==> src/hw/rtl/assert_macros.svh <==
// assertion macros used by the rtl top level
`ifndef ASSERT_MACROS_SVH
`define ASSERT_MACROS_SVH
`ifndef SYNTHESIS
`define CHK_IMPL(label, clk, rst_n, ante, cons, msg) \
    label: assert property (@(posedge clk) disable iff (!rst_n) (ante) |-> (cons)) \
        else $error(msg);
`define CHK_NEXT(label, clk, rst_n, ante, cons, msg) \
    label: assert property (@(posedge clk) disable iff (!rst_n) (ante) |=> (cons)) \
        else $error(msg);
`else
`define CHK_IMPL(label, clk, rst_n, ante, cons, msg)
`define CHK_NEXT(label, clk, rst_n, ante, cons, msg)
`endif
`endif

==> src/hw/rtl/kctt_pkg.sv <==
// shared types and constants of the keyed countdown timer table
package kctt_pkg;
    localparam int SLOT_COUNT_DEF = 10;
    localparam int KEY_W = 16;
    localparam int MS_W = 26;
    localparam int SEC_W = 16;
    localparam int CNT_W = 4;
    localparam int MS_PER_SEC = 1000;
    localparam int RECIP_SHIFT = 36;
    localparam int RECIP_W = 27;
    localparam logic [RECIP_W-1:0] RECIP = 27'd68719477;
    localparam int PROD_W = MS_W + RECIP_W;

    localparam logic [1:0] FUNC_SET  = 2'd0;
    localparam logic [1:0] FUNC_TICK = 2'd1;
    localparam logic [1:0] FUNC_LIST = 2'd2;
    localparam logic [1:0] FUNC_NOP  = 2'd3;

    localparam logic [1:0] KIND_SET    = 2'd0;
    localparam logic [1:0] KIND_EXPIRY = 2'd1;
    localparam logic [1:0] KIND_LIST   = 2'd2;

    typedef struct packed {
        logic             en;
        logic [KEY_W-1:0] key;
        logic [MS_W-1:0]  ms;
    } mem_wr_t;

    typedef struct packed {
        logic [1:0]       kind;
        logic [KEY_W-1:0] key;
        logic [SEC_W-1:0] secs;
        logic             was;
        logic             bad;
    } res_t;
endpackage

==> src/hw/rtl/kctt_mem.sv <==
// slot memory holding key and remaining milliseconds
module kctt_mem
    import kctt_pkg::*;
#(
    parameter int SLOT_COUNT = SLOT_COUNT_DEF,
    localparam int IW = (SLOT_COUNT > 1) ? $clog2(SLOT_COUNT) : 1
) (
    input  logic             clk,
    input  logic             rd_en,
    input  logic [IW-1:0]    rd_addr,
    input  logic [IW-1:0]    wr_addr,
    input  mem_wr_t          wr,
    output logic [KEY_W-1:0] rd_key,
    output logic [MS_W-1:0]  rd_ms
);
    logic [KEY_W+MS_W-1:0] mem [SLOT_COUNT];
    logic [KEY_W+MS_W-1:0] rd_data_reg;

    always_ff @(posedge clk)
    begin
        if (wr.en)
        begin
            mem[wr_addr] <= {wr.key, wr.ms};
        end
        if (rd_en)
        begin
            rd_data_reg <= mem[rd_addr];
        end
    end

    assign rd_key = rd_data_reg[KEY_W+MS_W-1:MS_W];
    assign rd_ms  = rd_data_reg[MS_W-1:0];
endmodule

==> src/hw/rtl/kctt_ctrl.sv <==
// sequencer that scans the slot memory for set, tick and list
module kctt_ctrl
    import kctt_pkg::*;
#(
    parameter int SLOT_COUNT = SLOT_COUNT_DEF,
    localparam int IW = (SLOT_COUNT > 1) ? $clog2(SLOT_COUNT) : 1
) (
    input  logic             clk,
    input  logic             rst_n,
    input  logic             in_valid,
    output logic             in_ready,
    input  logic [1:0]       func,
    input  logic [KEY_W-1:0] key,
    input  logic [SEC_W-1:0] seconds,
    input  logic [CNT_W-1:0] list_count,
    input  logic             out_free,
    output logic             push,
    output res_t             push_res,
    output logic             push_last
);
    typedef enum logic [6:0] {
        ST_IDLE  = 7'b0000001,
        ST_RD    = 7'b0000010,
        ST_MUL   = 7'b0000100,
        ST_EVAL  = 7'b0001000,
        ST_SETW  = 7'b0010000,
        ST_PEND  = 7'b0100000,
        ST_FLUSH = 7'b1000000
    } state_t;

    localparam logic [IW-1:0] LAST_IDX = IW'(SLOT_COUNT - 1);

    state_t state_reg, state_next;
    logic [1:0] op_reg, op_next;
    logic [KEY_W-1:0] key_reg, key_next;
    logic [SEC_W-1:0] secs_reg, secs_next;
    logic [CNT_W-1:0] want_reg, want_next;
    logic [CNT_W-1:0] n_reg, n_next;
    logic [MS_W-1:0] load_reg, load_next;
    logic [IW-1:0] idx_reg, idx_next;
    logic found_reg, found_next;
    logic [IW-1:0] match_reg, match_next;
    logic best_v_reg, best_v_next;
    logic [IW-1:0] best_idx_reg, best_idx_next;
    logic [KEY_W-1:0] best_key_reg, best_key_next;
    logic [SEC_W-1:0] best_q_reg, best_q_next;
    logic [SLOT_COUNT-1:0] taken_reg, taken_next;
    logic [SLOT_COUNT-1:0] running_reg, running_next;
    logic [PROD_W-1:0] prod_reg;
    logic h_valid_reg, h_valid_next;
    res_t h_res_reg, h_res_next;

    logic [KEY_W-1:0] rd_key;
    logic [MS_W-1:0] rd_ms;
    logic rd_en;
    mem_wr_t wr;
    logic [IW-1:0] wr_addr;
    logic can_act, emit;
    res_t emit_res;
    logic [SEC_W-1:0] q;
    logic free_any;
    logic [IW-1:0] free_idx, slot;

    kctt_mem #(.SLOT_COUNT(SLOT_COUNT)) u_mem (
        .clk     (clk),
        .rd_en   (rd_en),
        .rd_addr (idx_reg),
        .wr_addr (wr_addr),
        .wr      (wr),
        .rd_key  (rd_key),
        .rd_ms   (rd_ms)
    );

    assign q = prod_reg[RECIP_SHIFT +: SEC_W];
    assign can_act = !h_valid_reg || out_free;
    assign in_ready = (state_reg == ST_IDLE);
    assign rd_en = (state_reg == ST_RD);

    always_comb
    begin
        free_any = 1'b0;
        free_idx = '0;
        for (int i = SLOT_COUNT - 1; i >= 0; i--)
        begin
            if (!running_reg[i])
            begin
                free_any = 1'b1;
                free_idx = IW'(i);
            end
        end
        slot = found_reg ? match_reg : (free_any ? free_idx : '0);
    end

    always_comb
    begin
        state_next = state_reg;
        op_next = op_reg;
        key_next = key_reg;
        secs_next = secs_reg;
        want_next = want_reg;
        n_next = n_reg;
        load_next = load_reg;
        idx_next = idx_reg;
        found_next = found_reg;
        match_next = match_reg;
        best_v_next = best_v_reg;
        best_idx_next = best_idx_reg;
        best_key_next = best_key_reg;
        best_q_next = best_q_reg;
        taken_next = taken_reg;
        running_next = running_reg;
        h_valid_next = h_valid_reg;
        h_res_next = h_res_reg;
        emit = 1'b0;
        emit_res = '0;
        wr = '0;
        wr_addr = idx_reg;
        push = 1'b0;
        push_last = 1'b0;
        push_res = h_res_reg;

        case (state_reg)
            ST_IDLE:
            begin
                if (in_valid)
                begin
                    op_next = func;
                    key_next = key;
                    secs_next = seconds;
                    want_next = list_count;
                    load_next = MS_W'({10'd0, seconds} * MS_W'(MS_PER_SEC));
                    idx_next = '0;
                    found_next = 1'b0;
                    best_v_next = 1'b0;
                    n_next = '0;
                    taken_next = '0;
                    if (func == FUNC_SET && key == '0)
                    begin
                        h_valid_next = 1'b1;
                        h_res_next = '{kind: KIND_SET, key: '0, secs: '0, was: 1'b0,
                                       bad: 1'b1};
                        state_next = ST_FLUSH;
                    end
                    else if (func != FUNC_NOP)
                    begin
                        state_next = ST_RD;
                    end
                end
            end
            ST_RD:
            begin
                state_next = ST_MUL;
            end
            ST_MUL:
            begin
                state_next = ST_EVAL;
            end
            ST_EVAL:
            begin
                if (can_act)
                begin
                    case (op_reg)
                        FUNC_SET:
                        begin
                            if (running_reg[idx_reg] && rd_key == key_reg && !found_reg)
                            begin
                                found_next = 1'b1;
                                match_next = idx_reg;
                            end
                        end
                        FUNC_TICK:
                        begin
                            if (running_reg[idx_reg])
                            begin
                                wr.en = 1'b1;
                                if (rd_ms < MS_W'(2))
                                begin
                                    emit = 1'b1;
                                    emit_res = '{kind: KIND_EXPIRY, key: rd_key, secs: '0,
                                                 was: 1'b0, bad: 1'b0};
                                    running_next[idx_reg] = 1'b0;
                                end
                                else
                                begin
                                    wr.key = rd_key;
                                    wr.ms = rd_ms - MS_W'(1);
                                end
                            end
                        end
                        default:
                        begin
                            if (want_reg == '0)
                            begin
                                if (running_reg[idx_reg])
                                begin
                                    emit = 1'b1;
                                    emit_res = '{kind: KIND_LIST, key: rd_key, secs: q,
                                                 was: 1'b0, bad: 1'b0};
                                end
                            end
                            else if (running_reg[idx_reg] && !taken_reg[idx_reg]
                                     && (!best_v_reg || q < best_q_reg))
                            begin
                                best_v_next = 1'b1;
                                best_idx_next = idx_reg;
                                best_key_next = rd_key;
                                best_q_next = q;
                            end
                        end
                    endcase
                    if (idx_reg == LAST_IDX)
                    begin
                        if (op_reg == FUNC_SET)
                        begin
                            state_next = ST_SETW;
                        end
                        else if (op_reg == FUNC_LIST && want_reg != '0)
                        begin
                            state_next = ST_PEND;
                        end
                        else
                        begin
                            state_next = ST_FLUSH;
                        end
                    end
                    else
                    begin
                        idx_next = idx_reg + IW'(1);
                        state_next = ST_RD;
                    end
                end
            end
            ST_SETW:
            begin
                if (can_act)
                begin
                    wr.en = 1'b1;
                    wr.key = key_reg;
                    wr.ms = load_reg;
                    wr_addr = slot;
                    running_next[slot] = 1'b1;
                    emit = 1'b1;
                    emit_res = '{kind: KIND_SET, key: key_reg, secs: secs_reg,
                                 was: running_reg[slot], bad: 1'b0};
                    state_next = ST_FLUSH;
                end
            end
            ST_PEND:
            begin
                if (can_act)
                begin
                    if (best_v_reg)
                    begin
                        emit = 1'b1;
                        emit_res = '{kind: KIND_LIST, key: best_key_reg, secs: best_q_reg,
                                     was: 1'b0, bad: 1'b0};
                        taken_next[best_idx_reg] = 1'b1;
                        n_next = n_reg + CNT_W'(1);
                        best_v_next = 1'b0;
                        idx_next = '0;
                        state_next = (n_next == want_reg) ? ST_FLUSH : ST_RD;
                    end
                    else
                    begin
                        state_next = ST_FLUSH;
                    end
                end
            end
            ST_FLUSH:
            begin
                if (!h_valid_reg)
                begin
                    state_next = ST_IDLE;
                end
                else if (out_free)
                begin
                    push = 1'b1;
                    push_last = 1'b1;
                    h_valid_next = 1'b0;
                    state_next = ST_IDLE;
                end
            end
            default:
            begin
                state_next = ST_IDLE;
            end
        endcase

        if (emit)
        begin
            if (h_valid_reg)
            begin
                push = 1'b1;
            end
            h_valid_next = 1'b1;
            h_res_next = emit_res;
        end
    end

    always_ff @(posedge clk or negedge rst_n)
    begin
        if (!rst_n)
        begin
            state_reg <= ST_IDLE;
            running_reg <= '0;
            h_valid_reg <= 1'b0;
            taken_reg <= '0;
            found_reg <= 1'b0;
            best_v_reg <= 1'b0;
            n_reg <= '0;
            idx_reg <= '0;
            op_reg <= FUNC_NOP;
        end
        else
        begin
            state_reg <= state_next;
            running_reg <= running_next;
            h_valid_reg <= h_valid_next;
            taken_reg <= taken_next;
            found_reg <= found_next;
            best_v_reg <= best_v_next;
            n_reg <= n_next;
            idx_reg <= idx_next;
            op_reg <= op_next;
        end
    end

    always_ff @(posedge clk)
    begin
        key_reg <= key_next;
        secs_reg <= secs_next;
        want_reg <= want_next;
        load_reg <= load_next;
        match_reg <= match_next;
        best_idx_reg <= best_idx_next;
        best_key_reg <= best_key_next;
        best_q_reg <= best_q_next;
        h_res_reg <= h_res_next;
        if (state_reg == ST_MUL)
        begin
            prod_reg <= PROD_W'(rd_ms) * PROD_W'(RECIP);
        end
    end
endmodule

==> src/hw/rtl/keyed_countdown_timer_table.sv <==
// top level of the keyed countdown timer table with its output register
// One item at a time. A set, a tick and a list of all timers each scan every slot once; a
// zero key set is rejected without a scan. Listing the N nearest scans the slots once per
// result, with N cut to the number of running timers, plus one more scan when N was cut.
// Every slot is read from the slot memory, passed through the divide-by-1000 multiplier and
// then evaluated. Results stall the scan while the output register is full. Code 3 is taken
// and dropped.
`include "assert_macros.svh"
module keyed_countdown_timer_table
    import kctt_pkg::*;
#(
    parameter int SLOT_COUNT = SLOT_COUNT_DEF
) (
    input  logic             clk,
    input  logic             rst_n,
    input  logic             in_valid,
    output logic             in_ready,
    input  logic [1:0]       func,
    input  logic [KEY_W-1:0] key,
    input  logic [SEC_W-1:0] seconds,
    input  logic [CNT_W-1:0] list_count,
    output logic             out_valid,
    input  logic             out_ready,
    output logic [1:0]       kind,
    output logic [KEY_W-1:0] out_key,
    output logic [SEC_W-1:0] seconds_left,
    output logic             was_running,
    output logic             bad_key,
    output logic             last
);
    logic out_valid_reg, out_valid_next;
    res_t out_res_reg;
    logic out_last_reg;
    logic out_free, push, push_last;
    res_t push_res;

    assign out_free = !out_valid_reg || out_ready;

    kctt_ctrl #(.SLOT_COUNT(SLOT_COUNT)) u_ctrl (
        .clk        (clk),
        .rst_n      (rst_n),
        .in_valid   (in_valid),
        .in_ready   (in_ready),
        .func       (func),
        .key        (key),
        .seconds    (seconds),
        .list_count (list_count),
        .out_free   (out_free),
        .push       (push),
        .push_res   (push_res),
        .push_last  (push_last)
    );

    always_comb
    begin
        out_valid_next = out_valid_reg;
        if (push)
        begin
            out_valid_next = 1'b1;
        end
        else if (out_ready)
        begin
            out_valid_next = 1'b0;
        end
    end

    always_ff @(posedge clk or negedge rst_n)
    begin
        if (!rst_n)
        begin
            out_valid_reg <= 1'b0;
        end
        else
        begin
            out_valid_reg <= out_valid_next;
        end
    end

    always_ff @(posedge clk)
    begin
        if (push)
        begin
            out_res_reg <= push_res;
            out_last_reg <= push_last;
        end
    end

    assign out_valid = out_valid_reg;
    assign kind = out_res_reg.kind;
    assign out_key = out_res_reg.key;
    assign seconds_left = out_res_reg.secs;
    assign was_running = out_res_reg.was;
    assign bad_key = out_res_reg.bad;
    assign last = out_last_reg;

    `CHK_NEXT(a_busy_after_take, clk, rst_n,
        in_valid && in_ready && func != FUNC_NOP, !in_ready,
        "block still ready after taking an item")
    `CHK_IMPL(a_bad_key_alone, clk, rst_n,
        out_valid && bad_key, last && kind == KIND_SET,
        "rejected set not a lone set result")
    `CHK_IMPL(a_push_room, clk, rst_n, push, out_free,
        "result pushed into a full output register")
endmodule

==> config.mk <==
export PLATFORM = sky130hd
export DESIGN_NAME = keyed_countdown_timer_table
export DESIGN_NICKNAME = d
export VERILOG_FILES = /design/src/hw/rtl/kctt_pkg.sv /design/src/hw/rtl/kctt_mem.sv /design/src/hw/rtl/kctt_ctrl.sv /design/src/hw/rtl/keyed_countdown_timer_table.sv
export VERILOG_INCLUDE_DIRS = /design/src /design/src/hw/rtl
export SDC_FILE = /design/constraint.sdc
export NUM_CORES = 2
export LEC_CHECK = 0
export BUFFER_PORTS_ARGS = -buffer_cell sky130_fd_sc_hd__buf_2
export CORE_MARGIN = 2
export CORE_UTILIZATION = 40
export CTS_BUF_LIST = sky130_fd_sc_hd__clkbuf_8
export DETAILED_ROUTE_END_ITERATION = 12
export PLACE_DENSITY = 0.67
export RECOVER_POWER = 50
export SYNTH_ARGS = -nofsm -noshare
export SYNTH_HDL_FRONTEND = slang
export SYNTH_HIERARCHICAL = 1
export SYNTH_SLANG_ARGS = --single-unit
==> constraint.sdc <==
create_clock -name clk -period 15.3 [get_ports clk]
set_input_delay 3.06 -clock clk [delete_from_list [all_inputs] [get_ports clk]]
set_output_delay 3.06 -clock clk [all_outputs]
set_load 0.01 [all_outputs]
==> results_dict.tcl <==
set metrics [dict create \
    cts_htree_levels 3 \
    r2r_setup_slack_ns 7.13 \
    drt_iter0_markers 2282 \
    fin_nets 3819 \
    hold_viol_final 0 \
    cts_resized 0 \
    via_per_inst 5.159 \
    drive_above_1_share_pct 10.65 \
    grt_start_max_net_pins 138 \
    holdPathStages 0 \
    post_cts_buffers 0 \
    clk_latency_ns 0.70 \
    synthTopCellsByArea "edfxtp_1 48%, fa_1 13%, ha_1 11%, inv_1 5.0%, mux2_2 3.5%" \
    placementRows 116 \
    setup_tns_ns 0 \
    core_um2 100400 \
    yosysMostFrequentCell "edfxtp_1" \
    synth_area_um2 40650 \
    path_delay_family "simple AND/OR/NAND/NOR gates" \
    cap_violations 13 \
    dr.pass1.iters 6 \
    p_leak_nw 18.96 \
    grt_pass1_vias 24060 \
    cp_max_fo 41 \
    synth_compound_area_share_pct 7.012 \
    yosysTopAreaCellShare_pct 47.87 \
    min_period_over_period_pct 53.40 \
    synth_top_family_by_area "adder cells" \
    end_kind "flip-flop" \
    synthArstFlopShare_pct 5.951 \
    path_clk_slew_ns 0.06 \
    die_area_um2 104200 \
    synth_seq_cells 689 \
    crit_top_cell "clkbuf_1" \
    finalSetupViolations 0 \
    antenna_found_initial 4 \
    gp_congestion 0.9433 \
    synthFlopType "edfxtp_1" \
    cp-start-kind "input port" \
    grtUsageTotal_pct 18.47 \
    relSlewSlack_pct -169.3 \
    post-route-util_pct 44.29 \
    yosysUniqueCellTypes 83 \
    syn2layout_area_growth_pct 9.441 \
    tritoncts "done" \
    critPathMaxStageDelay_ns 2.26 \
    synth_xor_area_share_pct 1.767 \
    ctsHoldBuffers 0 \
    cp_num_cells 8 \
    largest_reg_flops 420 \
    yosys.area_share.simple_pct 4.571 \
    max_freq_mhz 122.4 \
    synth_edf_count 648 \
    min_period_ns 8.171 \
    failed_checks "capacitance limit, slew limit" \
    wl_per_cell_um 20.72 \
    slew_violations 501 \
    hold_path.class "flip-flop to flip-flop" \
    synth_top_cell_by_area "edfxtp_1" \
    reg2reg_depth 7 \
    cts_num_sinks 689 \
    cts_buffers 108 \
    cts_buffer_depth 3 \
    ys_top_cells_by_count "648 x edfxtp_1, 540 x inv_1, 360 x ha_1" \
    cp_num_buf_inv 3 \
    cts_root_buffer "clkbuf_8" \
    grt_first_pass_wirelength_mm 145.7 \
    power_per_cell_area_nw_per_um2 208.1 \
    syn_inst 3006 \
    start_util_pct 40.47 \
    port_buffers 80 \
    ios 81 \
    ys.warnings.count 6 \
    syn_area_per_cell_um2 13.52 \
    critical_path_arrival_ns 8.52 \
    routed_wl_mm 95.26 \
    drcViolationCount 0 \
    dr_total_vias 23720 \
    peakVddDrop_uv 378.4 \
    yosys.area_share.adder_pct 24.18 \
    synth-seq-area-share_pct 50.41 \
    syn_nets 3674 \
    rsz0062_at_grt "no" \
    hpwl_mm 63.69 \
    grt_overflow 0 \
    path_class "input port to flip-flop" \
    crit_chain "buf_2 -> nand2b_1 -> nor2b_1 -> clkbuf_1 -> nor2_1 -> clkbuf_1 -> nand2_1 -> o21ai_1" \
    synth_mux_area_share_pct 6.015 \
    worstMarginPinSlew_ns 4.039 \
    required_ns 15.65 \
    slowest_stage "nor2_1" \
    dieWidth_um 322.8 \
    status "finished with violations" \
    die_y_um 322.8 \
    skew_ns 0.03205 \
    ant_nets 0 \
]
[area by class of cell]
cell class / instances / area [µm²]
Inverter: 540 / 2027
Antenna cell: 1 / 2.502
Clock inverter: 85 / 436.7
Fill cell: 9064 / 55950
Timing Repair Buffer: 113 / 546.8
Sequential cell: 689 / 20490
Tap cell: 1357 / 1698
Clock buffer: 113 / 1555
Multi-Input combinational cell: 1699 / 17730
[worst register-to-register path, stage by stage, from the launching register on]
cell and delay (ns):
dfrtp_1 1.31, clkbuf_1 2.91, buf_12 0.62, mux4_2 0.69, mux2i_1 0.14, nor2_1 0.06, nor4_1 0.44, o311a_1 1.57
[power breakdown]
part | internal [mW] | switching [mW] | total, mW
registers | 2.22 | 0.102 | 2.32
clock network | 0.734 | 0.699 | 1.43
logic | 2.21 | 3.29 | 5.51
[placed cells by master, fill, tap and decap left out, types with 13 or more instances in the layout]
| master | count |
|---|---|
| nand2b_1 | 15 |
| fa_1 | 266 |
| a22o_1 | 61 |
| xnor2_1 | 51 |
| a21oi_1 | 55 |
| xor2_1 | 31 |
| nor4_1 | 13 |
| buf_2 | 16 |
| o22ai_1 | 43 |
| mux2i_1 | 89 |
| buf_4 | 23 |
| clkbuf_8 | 113 |
| o21ai_0 | 43 |
| a222oi_1 | 32 |
| a21o_1 | 26 |
| nor2_1 | 58 |
| edfxtp_1 | 648 |
| clkinv_1 | 40 |
| mux2_2 | 128 |
| nand3_1 | 28 |
| clkinv_2 | 13 |
| o21ai_1 | 29 |
| dfrtp_1 | 38 |
| nand2_1 | 137 |
| ha_1 | 360 |
| o31ai_1 | 48 |
| nand4_1 | 13 |
| clkbuf_1 | 72 |
| nor3_1 | 23 |
| inv_1 | 565 |
[worst paths after layout]
| check | from | endpoint |
|---|---|---|
| max in group asynchronous | rst_n | u_ctrl/taken_reg[2] |
| max reg2reg | u_ctrl/idx_reg[0] | u_ctrl/best_idx_reg[3] |
| min | u_ctrl/push_res[9] | seconds_left[7] |
| min reg2reg | u_ctrl/push_res[9] | seconds_left[7] |
| max | out_ready | u_ctrl/u_mem/mem[4][20] |
| min in group asynchronous | rst_n | out_valid |
[layer usage]
metal  part of all wire (%)  wire [µm]  up-vias  track usage, %
li1                       -          -    10920               -
met1                     44      42340    11920           25.92
met2                     47      44310      731           29.48
met3                    6.9       6532      141           3.478
met4                    2.2       2057        4           4.775
met5                  0.024         23        -               0
[metrics by stage]
step           instance area, µm²  instances  power, mW  hold WS [ns]  worst slack, ns
6_report                    44480       4597      9.258        0.3986            7.129
5_1_grt                     44480       4596      10.28        0.4245            6.608
4_1_cts                     44690       4596      9.359        0.4038            7.928
3_5_place_dp                42690       4398      7.860        0.4045            7.474
3_3_place_gp                42690       4398      7.782        0.4022            7.509
2_1_floorplan               40650       3006      6.360        0.4003            7.218
[cell families after synthesis]
family                     count (synthesis)
xor gates and xnor gates                  82
DFF                                      689
buffers and inverters                    618
and+or+nand+nor                          367
AOI/OAI and AO/OA                        402
adders and majority gates                626
muxes                                    222
No activity file was read; power rests on OpenSTA's default activity.
